--- src/hdl/stb_pkg.sv ---
// shared types and constants for the software timer bank
`default_nettype none
package stb_pkg;

	localparam int NUM_TIMERS = 8;
	localparam int AW         = (NUM_TIMERS > 1) ? $clog2(NUM_TIMERS) : 1;
	localparam int CNT_W      = $clog2(NUM_TIMERS + 1);
	localparam int IDX_W      = 3;
	localparam int VAL_W      = 16;
	localparam int MASK_W     = 8;

	typedef enum logic [1:0] {
		CMD_TICK  = 2'd0,
		CMD_START = 2'd1,
		CMD_STOP  = 2'd2,
		CMD_READ  = 2'd3
	} cmd_t;

	typedef enum logic [1:0] {
		ST_IDLE,
		ST_ISSUE,
		ST_MOD
	} state_t;

	typedef struct packed {
		logic             en;
		logic [VAL_W-1:0] limit;
		logic [VAL_W-1:0] count;
		logic [VAL_W-1:0] total;
	} entry_t;

	typedef struct packed {
		logic          we;
		logic [AW-1:0] waddr;
		entry_t        wdata;
		logic          re;
		logic [AW-1:0] raddr;
	} mem_req_t;

endpackage
`default_nettype wire

--- src/hdl/stb_store.sv ---
// timer entry memory with per-entry valid bits and registered read
`default_nettype none
module stb_store (
	input  wire logic              clk,
	input  wire logic              arst_n,
	input  wire stb_pkg::mem_req_t req,
	output stb_pkg::entry_t        rdata
);

	stb_pkg::entry_t                    mem [stb_pkg::NUM_TIMERS];
	stb_pkg::entry_t                    rd_q;
	logic                               rvld_q;
	logic [stb_pkg::NUM_TIMERS-1:0]     vld_q;

	always_ff @(posedge clk) begin
		if (req.we) begin
			mem[req.waddr] <= req.wdata;
		end
		if (req.re) begin
			rd_q <= mem[req.raddr];
		end
	end

	// an entry never written reads as all zero
	always_ff @(posedge clk or negedge arst_n) begin
		if (!arst_n) begin
			vld_q  <= '0;
			rvld_q <= 1'b0;
		end else begin
			if (req.we) begin
				vld_q[req.waddr] <= 1'b1;
			end
			if (req.re) begin
				rvld_q <= vld_q[req.raddr];
			end
		end
	end

	assign rdata = rvld_q ? rd_q : '0;

endmodule
`default_nettype wire

--- src/hdl/software_timer_bank_top.sv ---
// top level of the software timer bank: command sequencer and entry update
`default_nettype none
// A command is taken when start is high and busy is low, and its result appears
// on the report ports for exactly one cycle with done high; the receiver cannot
// stall it. Timer entries live in one memory with a single read and a single
// write port, read-modify-written one entry per cycle. Start, stop and read
// step through the ISSUE and MOD states before done; tick stays in MOD while
// it sweeps every timer. busy drops in the cycle that done is shown, so the
// next command can be accepted then. Reset clears the bank at once through
// per-entry valid bits; there is no clearing pass.
module software_timer_bank_top (
	input  wire logic                          clk,
	input  wire logic                          arst_n,
	input  wire logic                          start,
	output logic                               busy,
	input  wire logic [1:0]                    command,
	input  wire logic [stb_pkg::IDX_W-1:0]     timer_index,
	input  wire logic [stb_pkg::VAL_W-1:0]     setpoint,
	output logic                               done,
	output logic [stb_pkg::IDX_W-1:0]          report_index,
	output logic                               running,
	output logic                               expired,
	output logic [stb_pkg::VAL_W-1:0]          elapsed,
	output logic [stb_pkg::VAL_W-1:0]          overflow_count,
	output logic [stb_pkg::MASK_W-1:0]         expired_mask
);

	stb_pkg::state_t                  state_q, state_d;
	stb_pkg::cmd_t                    cmd_q;
	logic [stb_pkg::IDX_W-1:0]        idx_q;
	logic [stb_pkg::VAL_W-1:0]        sp_q;
	logic [stb_pkg::AW-1:0]           ptr_q;
	logic [stb_pkg::NUM_TIMERS-1:0]   exp_q;
	logic                             done_q;
	logic                             rpt_en_q, rpt_exp_q;
	logic [stb_pkg::VAL_W-1:0]        rpt_cnt_q, rpt_tot_q;

	stb_pkg::mem_req_t                req;
	stb_pkg::entry_t                  rdata, wentry;
	logic                             accept, valid, last, hit;
	logic                             wr_en, new_exp;
	logic [stb_pkg::VAL_W:0]          cnt_inc;

	stb_store u_store (
		.clk    (clk),
		.arst_n (arst_n),
		.req    (req),
		.rdata  (rdata)
	);

	assign accept = start && (state_q == stb_pkg::ST_IDLE);
	assign valid  = stb_pkg::CNT_W'(idx_q) < stb_pkg::CNT_W'(stb_pkg::NUM_TIMERS);
	assign last   = (cmd_q != stb_pkg::CMD_TICK) ||
	                (ptr_q == stb_pkg::AW'(stb_pkg::NUM_TIMERS - 1));
	assign hit    = valid && (ptr_q == stb_pkg::AW'(idx_q));
	assign cnt_inc = {1'b0, rdata.count} + {{stb_pkg::VAL_W{1'b0}}, 1'b1};

	// entry update for the entry under the pointer
	always_comb begin
		wentry  = rdata;
		new_exp = exp_q[ptr_q];
		wr_en   = 1'b0;
		unique case (cmd_q)
			stb_pkg::CMD_TICK: begin
				if (rdata.en) begin
					wr_en = 1'b1;
					if (cnt_inc > {1'b0, rdata.limit}) begin
						wentry.count = '0;
						wentry.total = rdata.total + stb_pkg::VAL_W'(1);
						new_exp      = 1'b1;
					end else begin
						wentry.count = cnt_inc[stb_pkg::VAL_W-1:0];
					end
				end
			end
			stb_pkg::CMD_START: begin
				if (valid && !rdata.en) begin
					wr_en        = 1'b1;
					wentry.en    = 1'b1;
					wentry.limit = (sp_q == '0) ? '0 : sp_q - stb_pkg::VAL_W'(1);
					wentry.count = '0;
					new_exp      = 1'b0;
				end
			end
			stb_pkg::CMD_STOP: begin
				if (valid) begin
					wr_en        = 1'b1;
					wentry.en    = 1'b0;
					wentry.limit = '0;
					wentry.count = '0;
					new_exp      = 1'b0;
				end
			end
			stb_pkg::CMD_READ: begin
				wr_en = 1'b0;
			end
			default: begin
				wr_en = 1'b0;
			end
		endcase
	end

	always_comb begin
		state_d = state_q;
		unique case (state_q)
			stb_pkg::ST_IDLE: begin
				if (start) state_d = stb_pkg::ST_ISSUE;
			end
			stb_pkg::ST_ISSUE: begin
				state_d = stb_pkg::ST_MOD;
			end
			stb_pkg::ST_MOD: begin
				if (last) state_d = stb_pkg::ST_IDLE;
			end
			default: begin
				state_d = stb_pkg::ST_IDLE;
			end
		endcase
	end

	always_comb begin
		req       = '0;
		req.wdata = wentry;
		req.waddr = ptr_q;
		req.raddr = ptr_q;
		unique case (state_q)
			stb_pkg::ST_IDLE: begin
				req.re = 1'b0;
			end
			stb_pkg::ST_ISSUE: begin
				req.re = 1'b1;
			end
			stb_pkg::ST_MOD: begin
				req.we = wr_en;
				// next entry of the sweep is read while this one is written
				if (!last) begin
					req.re    = 1'b1;
					req.raddr = ptr_q + stb_pkg::AW'(1);
				end
			end
			default: begin
				req.re = 1'b0;
			end
		endcase
	end

	always_ff @(posedge clk or negedge arst_n) begin
		if (!arst_n) begin
			state_q <= stb_pkg::ST_IDLE;
			done_q  <= 1'b0;
			exp_q   <= '0;
		end else begin
			state_q <= state_d;
			done_q  <= (state_q == stb_pkg::ST_MOD) && last;
			if (state_q == stb_pkg::ST_MOD) begin
				exp_q[ptr_q] <= new_exp;
			end
		end
	end

	always_ff @(posedge clk) begin
		if (accept) begin
			cmd_q     <= stb_pkg::cmd_t'(command);
			idx_q     <= timer_index;
			sp_q      <= setpoint;
			ptr_q     <= (stb_pkg::cmd_t'(command) == stb_pkg::CMD_TICK) ?
			             '0 : stb_pkg::AW'(timer_index);
			rpt_en_q  <= 1'b0;
			rpt_exp_q <= 1'b0;
			rpt_cnt_q <= '0;
			rpt_tot_q <= '0;
		end else if (state_q == stb_pkg::ST_MOD) begin
			if (!last) begin
				ptr_q <= ptr_q + stb_pkg::AW'(1);
			end
			if (hit) begin
				rpt_en_q  <= wentry.en;
				rpt_exp_q <= new_exp;
				rpt_cnt_q <= wentry.count;
				rpt_tot_q <= wentry.total;
			end
		end
	end

	for (genvar g = 0; g < stb_pkg::MASK_W; g++) begin : g_mask
		if (g < stb_pkg::NUM_TIMERS) begin : g_on
			assign expired_mask[g] = exp_q[g];
		end else begin : g_off
			assign expired_mask[g] = 1'b0;
		end
	end

	assign busy           = (state_q != stb_pkg::ST_IDLE);
	assign done           = done_q;
	assign report_index   = idx_q;
	assign running        = rpt_en_q;
	assign expired        = rpt_exp_q;
	assign elapsed        = rpt_cnt_q;
	assign overflow_count = rpt_tot_q;

endmodule
`default_nettype wire

--- config.mk ---
export PLATFORM = sky130hd
export DESIGN_NAME = software_timer_bank_top
export DESIGN_NICKNAME = d
export VERILOG_FILES = /design/src/hdl/stb_pkg.sv /design/src/hdl/stb_store.sv /design/src/hdl/software_timer_bank_top.sv
export SDC_FILE = /design/constraint.sdc
export NUM_CORES = 1
export LEC_CHECK = 0
export CAP_MARGIN = 20
export CORE_ASPECT_RATIO = 0.8
export CORE_MARGIN = 2
export CORE_UTILIZATION = 55
export CTS_CLUSTER_SIZE = 20
export DETAILED_ROUTE_END_ITERATION = 8
export DONT_BUFFER_PORTS = 1
export GPL_TIMING_DRIVEN = 0
export HOLD_SLACK_MARGIN = 0.05
export PLACE_DENSITY = 0.78
export SYNTH_ARGS = -nofsm -noshare
export SYNTH_HDL_FRONTEND = slang
export SYNTH_SLANG_ARGS = --single-unit
--- constraint.sdc ---
create_clock -name clk -period 6.55 [get_ports clk]
set_input_delay 0.655 -clock clk [delete_from_list [all_inputs] [get_ports clk]]
set_output_delay 0.655 -clock clk [all_outputs]
set_load 0.03 [all_outputs]
# After elaboration in Yosys (flattened, before gate mapping)
# Memories as Yosys holds them, arrays and structs flattened. A register that Yosys moved wholly into a read port is not among the register bits.
# Index checks and enable logic that the tools add are counted.
# classes
add_sub_neg	4
order_cmp	4
eq_ne	10
mux	36
n_bitwise	1
n_reduce_logical	14
# op_table
operator	count
two-way mux 16 bit	4
two-way mux 32 bit	2
two-way mux 49 bit	1
case mux 16 bit (3 select lines)	1
case mux 17 bit (2 select lines)	1
adder 16 x 1 -> 17 bit (second input constant)	1
greater-than comparator 17 x 16 -> 1 bit	1
adder 16 x 1 -> 16 bit (second input constant)	1
zero test 16 bit	1
subtractor 16 x 1 -> 16 bit (second input constant)	1
two-way mux 3 bit	5
two-way mux 1 bit	11
bitwise mux 8 bit	1
< comparator 3 x 4 -> 1 bit (second input constant)	2
OR 8 bit	1
binary-select mux 1 bit (select 3 bit)	2
equality test 2 bit (second input constant)	3
zero test 2 bit	3
!= test 2 bit (second input constant)	3
case mux 2 bit (3 select lines)	1
AND reduction 2 bit	3
nonzero test 2 bit	3
equality test 2 x 1 -> 1 bit (second input constant)	2
two-way mux 2 bit	2
11 further kinds	13
# totals
ff_bits	78
ramBits	392
out_inout_bits	47
elab_cells	83
mem_count	1
# memory_table
memory	words	word_bits	rd	rd_clocked_by_memory_dff	wr	line	rtl
u_store.mem	8	49	1	1	1	stb_store.sv:10	stb_pkg::entry_t mem [stb_pkg::NUM_TIMERS];

# Logic depth before layout (Yosys ltp)
# logic_depth
depth_word	7
depth_mapped	19
ltp_nobuf	15

# Modules after synthesis
# Synthesis repeated with hierarchy kept, for this count alone.
# hier_totals
cells_unflattened	1291
area_unflattened_um2	21658.3
# by_module_without_submodules
mod	n_inst	cells_each	area_per_inst_um2
stb_store	1	707	16925.0
software_timer_bank_top	1	584	4733.3

# Worst setup path before layout
# OpenSTA, ideal clock, no wires.
# synth_timing
kind	reg2reg
from	reg cmd_q[0]
to	mem u_store.mem[1][0] (netlist bit) (enable)
setup_time_ns	0.517
arrival_time_ns	4.732
required_time_ns	6.033
path_slack_ns	1.300
stages_incl_launch_ff	8
period_less_slack_ns	5.250
cell_sequence	edfxtp_1 > inv_1 > ha_1 > buf_2 > nand3_1 > o21ai_0 > nand3_1 > nor3_1
# synth_between
elab_chain_cells	5
elab_cells_between_ends	8
# synth_lines
item	line	rtl
start, declared	software_timer_bank_top.sv:29	stb_pkg::cmd_t cmd_q;
start signal, assigned	software_timer_bank_top.sv:163	cmd_q <= stb_pkg::cmd_t'(command);
equality test 2 bit, or another cell as far along	software_timer_bank_top.sv:63	unique case (cmd_q)
case mux 1 bit (4 select lines) *	software_timer_bank_top.sv:63	
two-way mux 1 bit *	software_timer_bank_top.sv:126	unique case (state_q)
two-way mux 1 bit *	stb_store.sv:16	if (req.we) begin
two-way mux 1 bit (not written as such) *	stb_store.sv:17	mem[req.waddr] <= req.wdata;
end, declared	stb_store.sv:10	
# Mark *: on every way between the ends. The rest lies on a longest branch, timed or not.

==> results.md <==
* Worst Path Arrival at 6420 ps
* Final hold viol count at 0
* Final std cells w/o fill at 1,855
* Wirelength per Cell at 27.0 um
* Routed vias/inst at 6.32
* Inserted Diodes at 0
* Count of cell types in the netlist at 70
* Finished Cell Area at 24,700 sq um
* Critical path's slowest cell: clkbuf_1
* Die area at 41,300 sq um
* Nets at 1,335
* Detail Placement HPWL at 33,100 um
* Grt ovf at 0
* Required @ worst endpoint at 6800 ps
* Worst min path class: in2reg
* Number of max-cap violations at 0
* Commonest non-fill, non-tap cell in the layout: edfxtp_1
* Router iterations before antenna repair at 5
* Main flop type after synthesis: edfxtp_1
* Syn Area/Cell at 18.1 sq um
* Global-route wire length before repair at 73,800 um
* Final Slew Violations at 0
* Area grow syn2layout at 13.0%
* F_max at 0.162 GHz
* First DRT Iteration DRCs at 1,390
* Total GRT Usage at 0.246
* CTS Buf Count at 49
* Leakage at 8.70 nW
* Slew @ Worst Pin at 900 ps
* Post-synth EDFFs at 465
* Post-DP Area at 23,000 sq um
* Share of layout cells above drive strength 1 at 0.177
* Final setup viols at 0
* Core ar. at 39,300 sq um
* Synth Cell Area at 21,800 sq um
* CTS tree: built
* #FFs+latches synth at 519
* Initial Utilization at 0.555
* Largest net degree at the start of global routing at 34
* Final Skew at 15.9 ps
* Final period util at 0.941
* CTS root buffer: clkbuf_16
* Total Neg Setup Slack at 0 ps
* Initial antenna violation count at 1
* Die width at 227 um
* DRT Wirelength at 50,100 um
* Most frequent cells in the layout: edfxtp_1, mux4_1, nand2_1
* Setup Buffers After CTS at 0
* CP Class: reg2reg
* CTS Buffer Depth at 3
* Critical-path cell list: buf_4, clkbuf_1, clkbuf_1, clkbuf_1, and2_1, ha_1, nand4_1, nor3_1, xor2_1, and2_1, ha_1, nand3_1, nor4_2, a21boi_2, o31a_2, buf_4, o21ai_0, xnor2_1, inv_1
* Die Y at 182 um
* Worst vdd ir at 219 uV
* Rows at 65
* Total number of vias at 11,700
* Post-route ant nets at 0
* CP endpoint kind: flip-flop
* Worst-path clk slew at 60 ps
* Worst slew margin at 0.394
* Most used cell, CP: clkbuf_1
* Top-Level Pins at 71
* Fraction of registers with async set/reset at 0.0385
* Status: complete, no violations
* Synth area leader: edfxtp_1
* Pwr dens at 420 nW/um^2
* Largest stage delay on the critical path at 600 ps
* CP Launch Type: flip-flop
* Yosys warns at 0
* Dpl cells at 1,763
* GPL Wtd Cong at 0.924
* RSZ-0062 raised after global routing: no
* Worst-Skew Late Latency at 570 ps
* CTS Sinks at 519
* Pwr Total at 10.4 mW
* DR DRC count at 0
* Worst-path maximum fanout at 10
* CTS H-tree depth at 2
* Synth area leaders: edfxtp_1, mux4_1, dfxtp_1
* Synth Net Count at 1,256
* Sequential-to-total area share from yosys stat at 0.694
* Vias in the first global route at 11,500
* IO buf count at 0
* Cell count after synthesis at 1,202
* Area fraction of the dominant cell type after synthesis at 0.640
* Final min period at 6170 ps
## power breakdown
group	switching [mW]	leakage, nW	internal (mW)	total (mW)
Sequential	0.488	4.85	4.24	4.72
Clock	1.19	0.801	1.73	2.92
Combinational	1.61	3.05	1.10	2.71
## final timing paths
kind	to	startpoint	cells after the start	slack, ps
min	sp_q[10]$_DFFE_PP_	setpoint[10]	0	190
min reg2reg	u_store.vld_q[4]$_DFFE_PN0P_	u_store.vld_q[4]$_DFFE_PN0P_	1	480
min in group asynchronous	state_q[1]$_DFFE_PN0P_	arst_n	1	660
max	u_store.mem[3][11]$_DFFE_PP_	u_store.rvld_q$_DFFE_PN0P_	19	380
max reg2reg	u_store.mem[3][11]$_DFFE_PP_	u_store.rvld_q$_DFFE_PN0P_	19	380
max in group asynchronous	u_store.vld_q[0]$_DFFE_PN0P_	arst_n	1	5340
## final cells by class
class                   instances  area (sq um)
inverters                      45           169
clock buffers                  63          1310
fillers                      2632         14600
clock inverters                26           343
plain buffers                  53           308
flip-flops and latches        519         15100
multi-input cells             585          6250
well taps                     536           671
repair buffers                 28           463
## worst max-delay path: cells and delay by family, from the launching register on
family	cells	cell delay (ps)
adder cells (fa/ha/maj)	2	580
buffers and inverters	6	2330
flip-flops	1	320
AND/OR/NAND/NOR	6	1430
XOR/XNOR	2	490
AO/OA/AOI/OAI	3	690
## stage by stage
step / util / setup WS, ps / hold WS [ps]
finish: 0.628 / 383 / 186
global route: 0.628 / 129 / 173
CTS: 0.627 / 468 / 178
detailed placement: 0.584 / 519 / 360
global placement: 0.572 / -2710 / 360
floorplan: - / 1300 / 359
## routing by layer
metal / wire length, um / part of all wire / vias to the layer above / GRT usage
li1: - / - / 4986 / -
met1: 21200 / 0.42 / 6036 / 0.365
met2: 22700 / 0.45 / 601 / 0.367
met3: 4820 / 0.096 / 97 / 0.0581
met4: 1390 / 0.028 / 0 / 0.0724
met5: 0 / 0 / - / 0
## registers in the layout, summed over array words and instances, names as in the netlist, 2 cells and up
signal	flops
cmd_q	2
elapsed	16
expired_mask	8
overflow_count	16
ptr_q	3
report_index	3
sp_q	16
state_q	2
u_store.mem	392
u_store.rd_q	49
u_store.vld_q	8
## logic make-up (layout without fill, tap and decap cells)
| family | count (synthesis) | count (layout) | synth area share |
|---|---|---|---|
| and+or+nand+nor | 199 | 199 | 0.0489 |
| adders and majority gates | 30 | 30 | 0.0172 |
| AOI/OAI and AO/OA | 144 | 144 | 0.0428 |
| DFF | 519 | 519 | 0.694 |
| muxes | 168 | 168 | 0.156 |
| buffers and inverters | 98 | 215 | 0.0219 |
| xor gates and xnor gates | 44 | 44 | 0.0185 |
## synthesized netlist by cell type, types with 3 or more instances
cell type / instances
xor2_1: 17
nor2_1: 33
nand3_1: 14
a22oi_2: 8
buf_6: 11
and2_1: 13
o2111ai_1: 6
buf_4: 5
o21ai_0: 45
nand2_1: 68
xnor2_1: 26
o21a_1: 3
nor2b_1: 10
nand4_1: 8
o21ai_1: 3
inv_1: 45
dfrtp_1: 20
edfxtp_1: 465
ha_1: 30
or2_2: 8
buf_2: 6
a22oi_1: 3
mux2_2: 59
buf_1: 4
nor3_1: 9
o2bb2ai_1: 4
dfxtp_1: 34
mux4_1: 98
mux4_2: 4
a21o_1: 4
o22ai_1: 9
or4_4: 3
nor4_1: 3
nand2b_1: 4
a21oi_1: 39
and3_1: 5
a31oi_1: 3
mux2i_1: 6
clkbuf_1: 27
## what timing repair did
| item | 4_1_cts | 5_1_grt |
|---|---|---|
| endpoints found under the setup margin | 0 | 8 |
| hold buffers | 1 | 0 |
| endpoints found under the hold margin | 20 | 0 |
| gates resized for setup | 0 | 1 |
Power figures use the tool's default switching activity.
